--- src/hw/rtl/ogru_pkg.sv ---
// Shared types, constants and codes for the occupancy grid ray update unit.
`timescale 1ns / 1ps

package ogru_pkg;

    // Field widths fixed by the request and result formats.
    localparam int COORD_W    = 7;
    localparam int REQ_TYPE_W = 2;
    localparam int LO_W       = 16;
    localparam int INC_W      = 16;
    localparam int HIT_W      = 15;
    localparam int MAX_W      = 15;
    localparam int CNT_W      = 15;
    localparam int CFG_IDX_W  = 2;
    localparam int CFG_DATA_W = 16;

    // Defaults for the top level parameters.
    localparam int GRID_SIDE_DEF      = 128;
    localparam int LOG_ODDS_WIDTH_DEF = 16;
    localparam int CMD_QUEUE_DEPTH    = 2;

    // Request type codes.
    localparam logic [REQ_TYPE_W-1:0] REQ_TRACE = 2'd0;
    localparam logic [REQ_TYPE_W-1:0] REQ_READ  = 2'd1;
    localparam logic [REQ_TYPE_W-1:0] REQ_CLEAR = 2'd2;

    // Configuration register indexes.
    localparam logic [CFG_IDX_W-1:0] CFG_HIT_INC  = 2'd0;
    localparam logic [CFG_IDX_W-1:0] CFG_MISS_INC = 2'd1;
    localparam logic [CFG_IDX_W-1:0] CFG_MIN_LO   = 2'd2;
    localparam logic [CFG_IDX_W-1:0] CFG_MAX_LO   = 2'd3;

    // Configuration reset values, Q8.8.
    localparam logic [HIT_W-1:0]        HIT_INC_RST  = 15'd217;
    localparam logic signed [INC_W-1:0] MISS_INC_RST = -16'sd104;
    localparam logic signed [LO_W-1:0]  MIN_LO_RST   = -16'sd510;
    localparam logic [MAX_W-1:0]        MAX_LO_RST   = 15'd890;

    // Classified command passed from the front end to the execution side.
    typedef enum logic [1:0] {
        CMD_TRACE,
        CMD_READ,
        CMD_CLEAR,
        CMD_NOP
    } cmd_op_t;

    typedef struct packed {
        cmd_op_t            op;
        logic [COORD_W-1:0] ax;
        logic [COORD_W-1:0] ay;
        logic [COORD_W-1:0] bx;
        logic [COORD_W-1:0] by;
        logic               hit;
    } cmd_t;

    typedef struct packed {
        logic [HIT_W-1:0]        hit_increment;
        logic signed [INC_W-1:0] miss_increment;
        logic signed [LO_W-1:0]  min_log_odds;
        logic [MAX_W-1:0]        max_log_odds;
    } cfg_t;

    // Execution side sequencer states.
    typedef enum logic [2:0] {
        ST_INIT,
        ST_IDLE,
        ST_WALK,
        ST_DRAIN,
        ST_READ,
        ST_CLEAR,
        ST_RESP
    } back_state_t;

endpackage

--- src/hw/rtl/ogru_intf.sv ---
// Request and result channel interfaces of the occupancy grid ray update unit.
`timescale 1ns / 1ps

interface ogru_req_if import ogru_pkg::*; ();
    logic                  valid;
    logic                  ready;
    logic [REQ_TYPE_W-1:0] req_type;
    logic [COORD_W-1:0]    origin_x;
    logic [COORD_W-1:0]    origin_y;
    logic [COORD_W-1:0]    end_x;
    logic [COORD_W-1:0]    end_y;
    logic                  endpoint_hit;
    logic [COORD_W-1:0]    read_x;
    logic [COORD_W-1:0]    read_y;

    modport source (
        output valid, req_type, origin_x, origin_y, end_x, end_y, endpoint_hit,
               read_x, read_y,
        input  ready
    );
    modport sink (
        input  valid, req_type, origin_x, origin_y, end_x, end_y, endpoint_hit,
               read_x, read_y,
        output ready
    );
endinterface


--- src/hw/rtl/ogru_front.sv ---
// Front end: accepts requests and classifies them into commands for the queue.
`timescale 1ns / 1ps

module ogru_front import ogru_pkg::*; #(
    parameter int GRID_SIDE = GRID_SIDE_DEF
) (
    ogru_req_if.sink   req,
    input  logic       queue_full,
    input  logic       back_ready,
    output logic       push,
    output cmd_t       cmd
);

    function automatic logic on_grid(input logic [COORD_W-1:0] c);
        on_grid = (int'(c) < GRID_SIDE);
    endfunction

    logic trace_ok;
    logic read_ok;

    // Requests are held off while the queue is full or the map is being initialized.
    assign req.ready = !queue_full && back_ready;
    assign push      = req.valid && req.ready;

    assign trace_ok = on_grid(req.origin_x) && on_grid(req.origin_y)
                   && on_grid(req.end_x) && on_grid(req.end_y);
    assign read_ok  = on_grid(req.read_x) && on_grid(req.read_y);

    // Off-grid traces and reads, and the unused code, leave the map alone
    // and report zero cell fields, so they all become a no-op.
    always_comb
    begin
        cmd.ax  = req.origin_x;
        cmd.ay  = req.origin_y;
        cmd.bx  = req.end_x;
        cmd.by  = req.end_y;
        cmd.hit = req.endpoint_hit;
        unique case (req.req_type)
            REQ_TRACE: cmd.op = trace_ok ? CMD_TRACE : CMD_NOP;
            REQ_READ:
            begin
                cmd.op = read_ok ? CMD_READ : CMD_NOP;
                cmd.ax = req.read_x;
                cmd.ay = req.read_y;
            end
            REQ_CLEAR: cmd.op = CMD_CLEAR;
            default:   cmd.op = CMD_NOP;
        endcase
    end

endmodule

--- src/flat_wrapper.sv ---
// flat-port wrapper written by rule: the top's interface ports become plain ports
module ogru_front_flat import ogru_pkg::*;
#(
    parameter int GRID_SIDE = GRID_SIDE_DEF
)
  (queue_full, back_ready, push, cmd, req_valid, req_req_type, req_origin_x, req_origin_y, req_end_x, req_end_y, req_endpoint_hit, req_read_x, req_read_y, req_ready);
  ogru_req_if req_i ();
  input  logic queue_full;
  input  logic back_ready;
  output logic push;
  output cmd_t cmd;
  input wire logic [$bits(req_i.valid)-1:0] req_valid;
  input wire logic [$bits(req_i.req_type)-1:0] req_req_type;
  input wire logic [$bits(req_i.origin_x)-1:0] req_origin_x;
  input wire logic [$bits(req_i.origin_y)-1:0] req_origin_y;
  input wire logic [$bits(req_i.end_x)-1:0] req_end_x;
  input wire logic [$bits(req_i.end_y)-1:0] req_end_y;
  input wire logic [$bits(req_i.endpoint_hit)-1:0] req_endpoint_hit;
  input wire logic [$bits(req_i.read_x)-1:0] req_read_x;
  input wire logic [$bits(req_i.read_y)-1:0] req_read_y;
  output wire logic [$bits(req_i.ready)-1:0] req_ready;
  assign req_i.valid = req_valid;
  assign req_i.req_type = req_req_type;
  assign req_i.origin_x = req_origin_x;
  assign req_i.origin_y = req_origin_y;
  assign req_i.end_x = req_end_x;
  assign req_i.end_y = req_end_y;
  assign req_i.endpoint_hit = req_endpoint_hit;
  assign req_i.read_x = req_read_x;
  assign req_i.read_y = req_read_y;
  assign req_ready = req_i.ready;
  ogru_front #(.GRID_SIDE(GRID_SIDE)) u_core (.req(req_i), .queue_full(queue_full), .back_ready(back_ready), .push(push), .cmd(cmd));
endmodule
--- config.mk ---
export PLATFORM = sky130hd
export DESIGN_NAME = ogru_front_flat
export DESIGN_NICKNAME = d
export VERILOG_FILES = /design/src/hw/rtl/ogru_pkg.sv /design/src/hw/rtl/ogru_intf.sv /design/src/hw/rtl/ogru_front.sv /design/src/flat_wrapper.sv
export SDC_FILE = /design/constraint.sdc
export NUM_CORES = 1
export LEC_CHECK = 0
export ABC_CLOCK_PERIOD_IN_PS = 900
export BUFFER_PORTS_ARGS = -buffer_cell sky130_fd_sc_hd__buf_2
export CAP_MARGIN = 0
export CORE_UTILIZATION = 25
export DETAILED_ROUTE_END_ITERATION = 12
export PLACE_DENSITY_LB_ADDON = 0.25
export SETUP_SLACK_MARGIN = 0.3
export SYNTH_ARGS = -nofsm -noshare
export SYNTH_HDL_FRONTEND = slang
export SYNTH_SLANG_ARGS = --single-unit
--- constraint.sdc ---
create_clock -name vclk -period 0.9
set_clock_uncertainty 0.1 [all_clocks]
set_input_delay 0.045 -clock vclk [all_inputs]
set_output_delay 0.045 -clock vclk [all_outputs]
set_load 0.005 [all_outputs]
==> results.md <==
* Result of the run: finished, violations left
* Failing checks: negative hold slack, negative setup slack
* Total setup violations reported at the end of the flow at 14
* CP Class: primary input to output port
* Effective utilization at floorplan at 28.08%
* Max-slew violations at 0
* Layout clock buffer count at 0
* Number of fill cells in the layout at 129
* Post-synthesis cell count at 36
* Share of the clock period used by the worst path at 114.0%
* Net switching fraction of the power at 28.42%
* Fmax at 974.4 MHz
* Cell leakage power at 0.3763 nW
* Number of inserted diodes at 0
* Standard-cell rows at 13
* Shortest clock period the worst path allows after layout at 1.026 ns
* Worst Path Buf+Inv at 3
* First-pass GRT wire length at 1283 um
* Seq/Total Area, Yosys at 0%
* Nets at 121
* Routed via count divided by cell count at 4.442
* Area contributors post-synth: sky130_fd_sc_hd__mux2_4 40%, sky130_fd_sc_hd__buf_4 30%, sky130_fd_sc_hd__mux2_2 12%, sky130_fd_sc_hd__buf_12 5.3%, sky130_fd_sc_hd__nor2b_4 3.6%
* Final-report hold violation count at 15
* Library cell occupying the most area in the post-synthesis netlist: sky130_fd_sc_hd__mux2_4
* Most frequently used cell type in the post-synthesis netlist: sky130_fd_sc_hd__buf_4
* Crit path launch type: primary input
* Unrepaired setup endpoints after global routing: yes
* Distinct cell type count of the synthesized netlist at 10
* Total DRC errors in the routed layout at 0
* Overall routed net length at 1116 um
* Number of max-cap violations at 0
* Largest net degree at the start of global routing at 11
* Share of layout cells above drive strength 1 at 98.59%
* Routed length per instance at 12.98 um
* Hold Worst Slack at -0.009998 ns
* Syn-to-layout area delta at 73.27%
* Synth cell count leaders: 15 x sky130_fd_sc_hd__buf_4, 10 x sky130_fd_sc_hd__mux2_4, 4 x sky130_fd_sc_hd__mux2_2
* Switching power total at 0.00009558 W
* Footprint of the flip-flops and latches at 0 um2
* Die area at 1676 um2
* Initial antenna violation count at 0
* Fraction of post-synthesis cell area in the top cell type by area at 39.60%
* Nets in the synthesized netlist at 84
* Count of sequential standard cells at 0
* Worst setup EP type: output port
* Crit path required time at 0.75 ns
* Timing endpoint of the critical path: cmd[20]
* Critical path's top delay family: buffers and inverters
* Power per unit of standard cell area at 512.0 nW/um2
* Post-synthesis cell area at 379.1 um2
* Critical path's slowest cell: sky130_fd_sc_hd__mux2_4
* Crit path DAT at 0.88 ns
* Final non-filler cell area at 656.9 um2
* Via count at 382
* Worst stage delay on the critical path at 0.31 ns
* Cell-internal power at 0.0002407 W
* Part of the power in the clock network at 0%
* Quantity of I/O buffers inserted on ports at 51
* Non-filler instance count after layout at 86
* Worst setup path start: req_req_type[1]
* Cell-by-cell trace of the critical path: buf_8 -> nor2b_4 -> buf_12 -> mux2_4 -> buf_6
* Number of nets with antenna violations after routing at 0
* GRT Util Overall at 11.83%
* Worst-margin pin slew at 0.1416 ns
* Fin util at 48.66%
* Fraction of power consumed by combinational cells at 100.0%
* Total number of cells along the worst setup path at 5
* Iteration-0 DRC Markers at 0
* Worst setup slack after layout at -0.1263 ns
* Overall die height at 40.94 um
* YS warnings at 0
* Max-Slew Margin vs Limit at 90.54%
* Num ports at 81
* IR Drop Worst-Case VDD at 0.1792 mV
* Via count of the first global-routing pass at 325
* Gpl congestion at 0.7251
* Placed instance count at 86
* Maximum fanout encountered on the critical timing path at 10
* Hold WC Path Type: primary input to output port
* X dimension of the die at 40.94 um
* CORE AREA at 1350 um2
* Pre-Repair DR Iteration Count at 1
* Overflow left after global routing at 0
* Syn_area_per_cell at 10.53 um2
* Area of placed instances at 530.5 um2
* Power after layout at 0.0003363 W
* Sequential share of power at 0%
==> worst min-delay path by stage <==
stage | to | slack [ns] | from | depth (start not counted)
floorplan | req_ready | 0.03 | queue_full | 1
global placement | cmd[7] | -0.01 | req_end_y[6] | 0
detailed placement | cmd[7] | -0.01 | req_end_y[6] | 0
CTS | cmd[7] | -0.01 | req_end_y[6] | 0
global route | cmd[12] | -0.01 | req_end_x[4] | 0
finish | cmd[12] | -0.01 | req_end_x[4] | 0
==> per-layer routing <==
metal	track usage (%)	part of all wire [%]
met1	5.128	22
met2	31.64	59
met3	3.804	17
met4	1.667	1.4
met5	0	0
==> cells by family (layout without fill, tap and decap cells) <==
logic type	Yosys count	after routing	synth area share, %
and+or+nand+nor	3	3	6.932
buffers and inverters	19	54	41.58
muxes	14	14	51.48
==> final cells by class <==
class / count / area [um2] / share of cell area, %
Timing Repair Buffer: 54 / 397.9 / 60.57
Tap cell: 15 / 18.77 / 2.857
Multi-Input combinational cell: 17 / 240.2 / 36.57
==> through the flow <==
stage / TNS [ns] / worst slack (ns)
2_1_floorplan: 0 / 0.05102
3_3_place_gp: -1.872 / -0.1425
3_5_place_dp: -2.008 / -0.1560
4_1_cts: -1.700 / -0.1325
5_1_grt: -2.038 / -0.1597
6_report: -1.614 / -0.1263
==> power groups by stage <==
stage	Combinational, W	Clock, W	Sequential (W)
2_1_floorplan	0.000179	0	0
3_3_place_gp	0.000252	0	0
3_5_place_dp	0.000253	0	0
4_1_cts	0.000318	0	0
5_1_grt	0.000363	0	0
6_report	0.000336	0	0
==> placed cells by master, fill, tap and decap left out <==
cell,count
sky130_fd_sc_hd__buf_2,35
sky130_fd_sc_hd__buf_4,1
sky130_fd_sc_hd__buf_6,16
sky130_fd_sc_hd__and2_1,1
sky130_fd_sc_hd__buf_12,1
sky130_fd_sc_hd__mux2_2,1
sky130_fd_sc_hd__nor2b_4,2
sky130_fd_sc_hd__buf_8,1
sky130_fd_sc_hd__mux2_4,13
==> what timing repair did <==
action                                 4_1_cts  5_1_grt
setup endpoints to repair                   15       15
resized for setup                           17        5
endpoints found under the hold margin       15       15
pin swaps                                    1        0
buffers inserted                             0        0
(Power assumes the default switching activity.)
