<file path="src/hw/rtl/ogru_pkg.sv">
// Shared types, constants and codes for the occupancy grid ray update unit.
`timescale 1ns / 1ps

package ogru_pkg;

    // Field widths fixed by the request and result formats.
    localparam int COORD_W    = 7;
    localparam int REQ_TYPE_W = 2;
    localparam int LO_W       = 16;
    localparam int INC_W      = 16;
    localparam int HIT_W      = 15;
    localparam int MAX_W      = 15;
    localparam int CNT_W      = 15;
    localparam int CFG_IDX_W  = 2;
    localparam int CFG_DATA_W = 16;

    // Defaults for the top level parameters.
    localparam int GRID_SIDE_DEF      = 128;
    localparam int LOG_ODDS_WIDTH_DEF = 16;
    localparam int CMD_QUEUE_DEPTH    = 2;

    // Request type codes.
    localparam logic [REQ_TYPE_W-1:0] REQ_TRACE = 2'd0;
    localparam logic [REQ_TYPE_W-1:0] REQ_READ  = 2'd1;
    localparam logic [REQ_TYPE_W-1:0] REQ_CLEAR = 2'd2;

    // Configuration register indexes.
    localparam logic [CFG_IDX_W-1:0] CFG_HIT_INC  = 2'd0;
    localparam logic [CFG_IDX_W-1:0] CFG_MISS_INC = 2'd1;
    localparam logic [CFG_IDX_W-1:0] CFG_MIN_LO   = 2'd2;
    localparam logic [CFG_IDX_W-1:0] CFG_MAX_LO   = 2'd3;

    // Configuration reset values, Q8.8.
    localparam logic [HIT_W-1:0]        HIT_INC_RST  = 15'd217;
    localparam logic signed [INC_W-1:0] MISS_INC_RST = -16'sd104;
    localparam logic signed [LO_W-1:0]  MIN_LO_RST   = -16'sd510;
    localparam logic [MAX_W-1:0]        MAX_LO_RST   = 15'd890;

    // Classified command passed from the front end to the execution side.
    typedef enum logic [1:0] {
        CMD_TRACE,
        CMD_READ,
        CMD_CLEAR,
        CMD_NOP
    } cmd_op_t;

    typedef struct packed {
        cmd_op_t            op;
        logic [COORD_W-1:0] ax;
        logic [COORD_W-1:0] ay;
        logic [COORD_W-1:0] bx;
        logic [COORD_W-1:0] by;
        logic               hit;
    } cmd_t;

    typedef struct packed {
        logic [HIT_W-1:0]        hit_increment;
        logic signed [INC_W-1:0] miss_increment;
        logic signed [LO_W-1:0]  min_log_odds;
        logic [MAX_W-1:0]        max_log_odds;
    } cfg_t;

    // Execution side sequencer states.
    typedef enum logic [2:0] {
        ST_INIT,
        ST_IDLE,
        ST_WALK,
        ST_DRAIN,
        ST_READ,
        ST_CLEAR,
        ST_RESP
    } back_state_t;

endpackage

</file>
<file path="src/hw/rtl/ogru_cmd_queue.sv">
// Small command queue that decouples the front end from the execution side.
`timescale 1ns / 1ps

module ogru_cmd_queue import ogru_pkg::*; #(
    parameter int DEPTH = CMD_QUEUE_DEPTH
) (
    input  logic clk,
    input  logic rst_n,
    input  logic push,
    input  cmd_t push_data,
    output logic full,
    input  logic pop,
    output cmd_t pop_data,
    output logic empty
);

    localparam int PW = (DEPTH > 1) ? $clog2(DEPTH) : 1;
    localparam int CW = $clog2(DEPTH + 1);
    localparam logic [PW-1:0] LAST_PTR = PW'(DEPTH - 1);
    localparam logic [CW-1:0] FULL_CNT = CW'(DEPTH);

    cmd_t            entry_reg [DEPTH];
    logic [PW-1:0]   wr_ptr_reg;
    logic [PW-1:0]   rd_ptr_reg;
    logic [CW-1:0]   count_reg;
    logic            do_push;
    logic            do_pop;

    assign full     = (count_reg == FULL_CNT);
    assign empty    = (count_reg == '0);
    assign do_push  = push && !full;
    assign do_pop   = pop && !empty;
    assign pop_data = entry_reg[rd_ptr_reg];

    // Pointers and fill level.
    always_ff @(posedge clk or negedge rst_n)
    begin
        if (!rst_n)
        begin
            wr_ptr_reg <= '0;
            rd_ptr_reg <= '0;
            count_reg  <= '0;
        end
        else
        begin
            if (do_push)
            begin
                wr_ptr_reg <= (wr_ptr_reg == LAST_PTR) ? '0 : wr_ptr_reg + PW'(1);
            end
            if (do_pop)
            begin
                rd_ptr_reg <= (rd_ptr_reg == LAST_PTR) ? '0 : rd_ptr_reg + PW'(1);
            end
            if (do_push && !do_pop)
            begin
                count_reg <= count_reg + CW'(1);
            end
            else if (do_pop && !do_push)
            begin
                count_reg <= count_reg - CW'(1);
            end
        end
    end

    // Entry storage.
    always_ff @(posedge clk)
    begin
        if (do_push)
        begin
            entry_reg[wr_ptr_reg] <= push_data;
        end
    end

endmodule

</file>
<file path="config.mk">
export PLATFORM = sky130hd
export DESIGN_NAME = ogru_cmd_queue
export DESIGN_NICKNAME = d
export VERILOG_FILES = /design/src/hw/rtl/ogru_pkg.sv /design/src/hw/rtl/ogru_cmd_queue.sv
export SDC_FILE = /design/constraint.sdc
export NUM_CORES = 1
export LEC_CHECK = 0
export BUFFER_PORTS_ARGS = -buffer_cell sky130_fd_sc_hd__buf_2
export CAP_MARGIN = 25
export CORE_MARGIN = 10
export CORE_UTILIZATION = 56
export DETAILED_ROUTE_END_ITERATION = 16
export GPL_TIMING_DRIVEN = 0
export HOLD_SLACK_MARGIN = 0.05
export PLACE_DENSITY = 0.84
export REMOVE_ABC_BUFFERS = 1
export SLEW_MARGIN = 20
export SYNTH_ARGS = -nofsm -noshare
export SYNTH_HDL_FRONTEND = slang
export SYNTH_SLANG_ARGS = --single-unit
</file>
<file path="constraint.sdc">
create_clock -name clk -period 6.65 [get_ports clk]
set_clock_uncertainty 0.1 [all_clocks]
set_input_delay 1.6625 -clock clk [delete_from_list [all_inputs] [get_ports clk]]
set_output_delay 1.6625 -clock clk [all_outputs]
set_load 0.03 [all_outputs]
</file>
==> metrics.txt, run 1 <==
Final Non-Filler Cells=between 200 and 250; max FFs per register=62; min Tclk post-route=3.48 ns; initial core utilization=58.6%; hold crit path type=reg2reg; TritonRoute pass-1 iters=4; Slew @ Worst Pin=0.731 ns; slowest stage cell, crit path=dfrtp_2; part of the power in combinational logic=39.3%; CP Buf/Inv Count=2; Final TNS setup=0 ns; NumNets Final=around 230; CP startpoint kind=register; clock-pin slew on the worst setup and hold paths=0.06 ns; worst-path cell chain=buf_12, mux2_4, buf_2; delay of the slowest critical-path stage=0.66 ns; number of global-route vias before repair=roughly 1400; core area=4410 um^2; IO Pins=68; Synth Instances=116; worst path required time=4.89 ns; Port Buffers=67; clock buffer depth=2; placed insts=233; global-route wire length before repair=6.64 mm; post-synth top area share=72.0%; Die Span Y=a little under 90 um; period utilization=52.4%; number of diodes=0; worst vdd ir=0.329 mV; RSZ-0062 raised after global routing=no; Area contributors post-synth=edfxtp_1, mux2_4, dfrtp_1, buf_12, xnor2_1; layout cells sized above 1=59.4%; Int Power=0.988 mW; drt wl/cell=17.2 um; Rel. slew slack=51.3%; Flop pwr share=41.3%; Top delay family on crit path=flip-flops; drt total wl=around 4.3 mm; sequential area share after synthesis=75.8%; Post-Syn Area per Cell=around 22 um^2; Setup Buffers After CTS=0; Clock power frac=19.4%; final setup vio count=0; CTS tree=yes; fin. max-slew vios=0; Net Switching=0.534 mW; Synth Warn #=0; Resized cells post-CTS=0; drc violations=0; largest area contributor in the netlist=edfxtp_1; clk sink count=between 60 and 70; clock latency on the worst-skew pair=0.31 ns; vias per cell=5.01; Post-Synthesis Cell Area=2590 um^2; P&R area growth vs syn=22.1%; outcome=finished, final reports clean; Die Area=around 7700 um^2; Unique masters post-synth=15; Setup Crit Path Kind=reg2out; htree depth=3; Die X=88.0 um; FF+latch count, synth=66; crit path DAT=1.72 ns; dpl hpwl=around 3.1 mm; leakage=1.30 nW; Total GRT Usage=11.2%; antenna viol nets, final=0; GPL Wtd Cong=0.693; max_cap viols=0; gr ovfl total=0; Sw Share=35.1%; detailed router's first-iteration violation count=63; largest net degree at the start of global routing=32; Root Driver=clkbuf_8; final number of hold-violating endpoints=0; Setup crit end kind=primary output; pwr dens=482 nW/um^2; Hold Buf Count CTS=0; Num CTS Buffers=9; Placement Rows=24; initial antenna violation count=0; highest clock rate=approximately 0.29 GHz; worst-path maximum fanout=19; vias=1248
-- cell usage in the layout (no fill, tap or decap), drive strengths merged --
master	Yosys	final
clkinv	0	1
clkinvlp	0	1
xnor2	3	3
inv	2	2
xor2	2	2
nor2	3	3
edfxtp	62	62
mux2	31	31
o21ai	1	1
clkbuf	0	14
nand2	1	1
ha	1	1
nand2b	1	1
buf	4	69
dfrtp	4	4
and3	1	1
-- layer usage --
layer | up-vias | track usage [%] | routed length, um
li1 | 599 | - | -
met1 | 594 | 11.4 | 1570
met2 | 53 | 19.2 | 2250
met3 | 2 | 5.20 | 458
met4 | 0 | 5.22 | 12
met5 | - | 0 | 0
-- kinds of logic after synthesis --
family | share of synthesized area [%]
xor+xnor | 1.69
compound gates | 0.193
flops | 75.8
fa+ha+maj | 0.483
mux | 17.7
buf+inv | 3.05
simple gates | 1.06
-- worst reg2reg max path, delay by kind of cell (launching register included) --
kind | cells | cell delay [ns]
flip-flops | 1 | 0.42
AND/OR/NAND/NOR | 2 | 0.86
-- final cells by class --
cell class	count	area, um^2
Timing Repair Buffer	69	383
Sequential cell	66	1960
Inverter	2	7.51
Clock inverter	2	12.5
Fill cell	276	1250
Clock buffer	14	173
Multi-Input combinational cell	44	556
Tap cell	52	65.1
-- cell usage after synthesis (all sizes together) --
library cell and instances:
edfxtp 62, mux2 31, buf 4, dfrtp 4, nor2 3, xnor2 3
inv 2, xor2 2, and3 1, ha 1, nand2 1, nand2b 1
o21ai 1
-- power by group through the flow --
stage | Sequential, mW | Combinational, mW | Clock [mW]
finish | 0.628 | 0.598 | 0.296
global route | 0.639 | 0.635 | 0.325
CTS | 0.630 | 0.612 | 0.306
detailed placement | 0.639 | 0.609 | 0
global placement | 0.659 | 0.555 | 0
floorplan | 0.644 | 0.432 | 0
-- worst paths after layout --
check	startpoint	endpoint	slack [ns]	cells after the start
worst max-delay path	rd_ptr_reg	pop_data[7]	3.17	3
worst min-delay path	count_reg[0]	count_reg[0]	0.46	1
worst max register to register	count_reg[0]	entry_reg[1][23]	4.89	2
worst min register to register	count_reg[0]	count_reg[0]	0.46	1
max in group asynchronous	rst_n	rd_ptr_reg	5.27	1
min in group asynchronous	rst_n	count_reg[0]	1.05	1
-- through the flow --
step	hold slack (ns)	cell area, um^2	utilization (%)	worst slack [ns]	total power, mW
floorplan	0.361	2520	-	3.07	1.08
global placement	0.375	2920	66.1	2.42	1.21
detailed placement	0.441	2970	67.4	3.48	1.25
CTS	0.455	3160	71.6	3.13	1.55
global route	0.485	3160	71.6	3.09	1.60
finish	0.458	3160	71.6	3.17	1.52
(Power assumes the default switching activity.)
==> run 2, diff against run 1 <==
--- a/config.mk
+++ b/config.mk
@@ -8,11 +8,11 @@
 export BUFFER_PORTS_ARGS = -buffer_cell sky130_fd_sc_hd__buf_2
 export CAP_MARGIN = 25
 export CORE_MARGIN = 10
-export CORE_UTILIZATION = 56
+export CORE_UTILIZATION = 47
 export DETAILED_ROUTE_END_ITERATION = 16
 export GPL_TIMING_DRIVEN = 0
 export HOLD_SLACK_MARGIN = 0.05
-export PLACE_DENSITY = 0.84
+export PLACE_DENSITY = 0.75
 export REMOVE_ABC_BUFFERS = 1
 export SLEW_MARGIN = 20
 export SYNTH_ARGS = -nofsm -noshare
==> constraint.sdc (replaced) <==
create_clock -name clk -period 2.9 [get_ports clk]
set_clock_uncertainty 0.1 [all_clocks]
set_input_delay 0.725 -clock clk [delete_from_list [all_inputs] [get_ports clk]]
set_output_delay 0.725 -clock clk [all_outputs]
set_load 0.03 [all_outputs]
==> run 2 against run 1 <==
Effect of this change:
- sequential cell count did not move
- critical path type unchanged
- highest routed layer unchanged
- non-clock buffer count stayed put
- setup slack got worse by 2.9 ns
- largest power group unchanged
- first-iteration DRC count decreased by 51%
- via count rose by 0.64%
- sequential power is 130% higher
==> metrics.txt, run 2 (synthesis gave the netlist of run 1 again) <==
reg2reg end=entry_reg[0][14]; commonest non-fill, non-tap cell in the layout=buf_2; dpl cell area=between 3000 and 4000 um^2; leakage=1.28 nW; IO Pins=68; worst vdd ir=~0.66 mV; initial antenna violation count=0; Placement Rows=26; Slew @ Worst Pin=about 0.75 ns; Hold Buf Count CTS=0; Die Area=8870 um^2; drc violations=0; drt total wl=4.63 mm; Port Buffers=67; CP Buf/Inv Count=2; vias per cell=4.76; delay of the slowest critical-path stage=0.71 ns; Post-Route Utilization=between 60% and 70%; R2R cell count=4; Setup Buffers After CTS=0; CTS tree=yes; GPL Wtd Cong=0.664; fin. max-slew vios=0; worst path required time=around 2.1 ns; vias=approximately 1300; final setup vio count=0; CP startpoint kind=register; period utilization=91.0%; max FFs per register=62; htree depth=3; Die X=between 90 and 100 um; TritonRoute pass-1 iters=4; detailed router's first-iteration violation count=31; Die Span Y=94.2 um; r2r startpoint=count_reg[0]; drt wl/cell=roughly 18 um; number of global-route vias before repair=1430; slowest stage cell, crit path=dfrtp_2; clk sink count=66; NumNets Final=228; Setup Crit Path Kind=reg2out; max_cap viols=0; number of diodes=0; pwr dens=1090 nW/um^2; worst-path maximum fanout=17; min Tclk post-route=2.64 ns; clock-pin slew on the worst setup and hold paths=0.06 ns; global-route wire length before repair=7.22 mm; antenna viol nets, final=0; layout cells sized above 1=57.7%; R2R setup slack=1.09 ns; Setup WS pre-CTS=0.590 ns; final setup margin=around 0.26 ns; Resized cells post-CTS=0; largest net degree at the start of global routing=32; gr ovfl total=0; core area=between 5000 and 6000 um^2; clock latency on the worst-skew pair=0.32 ns; final number of hold-violating endpoints=0; Setup crit end kind=primary output; highest clock rate=0.379 GHz; outcome=finished, final reports clean; RSZ-0062 raised after global routing=no; Root Driver=clkbuf_8; Top delay family on crit path=flip-flops; dpl hpwl=between 3 and 4 mm; Rel. slew slack=50.3%; Total GRT Usage=11.0%; clock buffer depth=2; most frequent cells in the layout=buf_2, edfxtp_1, mux2_4, clkbuf_8; Num CTS Buffers=9; worst-path cell chain=buf_16, mux2_2, buf_2; initial core utilization=49.4%; hold crit path type=in2async; P&R area growth vs syn=21.5%; crit path DAT=1.81 ns; fin area=3140 um^2
run 2: area by class of cell:
cell class              instances  area (um^2)
multi-input cells              44          556
inverters                       2         7.51
clock buffers                  11          131
clock inverters                 2         7.51
repair buffers                 69          390
well taps                      70         87.6
fillers                       414         2090
flip-flops and latches         66         1960
run 2: how the worst max path moves through the flow:
| stage | from | end | slack (ns) | depth (start not counted) |
|---|---|---|---|---|
| detailed placement | rd_ptr_reg | pop_data[8] | 0.59 | 3 |
| CTS | rd_ptr_reg | pop_data[8] | 0.22 | 3 |
| floorplan | push | entry_reg[0][0] | 0.25 | 2 |
| global route | rd_ptr_reg | pop_data[8] | 0.17 | 3 |
| global placement | push | entry_reg[0][14] | -0.51 | 3 |
| finish | rd_ptr_reg | pop_data[8] | 0.26 | 3 |
run 2: metal layers:
layer / part of all wire [%] / up-vias / GRT usage (%)
met5: 0 / - / 0
met1: 37 / 601 / 11.1
li1: - / 594 / -
met2: 50 / 55 / 18.2
met4: 1.6 / 0 / 6.46
met3: 11 / 6 / 4.96
run 2: report_power, final:
| part | internal (mW) | switching (mW) | leakage, nW |
|---|---|---|---|
| Combinational | 0.585 | 0.801 | 0.592 |
| Sequential | 1.31 | 0.140 | 0.622 |
| Clock | 0.290 | 0.288 | 0.0702 |
| Total | 2.19 | 1.23 | 1.28 |
run 2: worst reg2reg max path: cells and delay by family (launching register included):
family	cells	cell delay [ns]
AND/OR/NAND/NOR	3	0.76
flip-flops	1	0.43
buffers and inverters	1	0.22
run 2: stage by stage:
step | total power [mW] | cells | setup TNS (ns) | hold WS (ns)
detailed placement | 2.88 | 251 | 0 | 0.419
CTS | 3.47 | 264 | 0 | 0.0732
global route | 3.59 | 264 | 0 | 0.0727
finish | 3.42 | 264 | 0 | 0.0921
floorplan | 2.47 | 112 | 0 | 0.329
global placement | 2.81 | 249 | -18.24 | 0.377
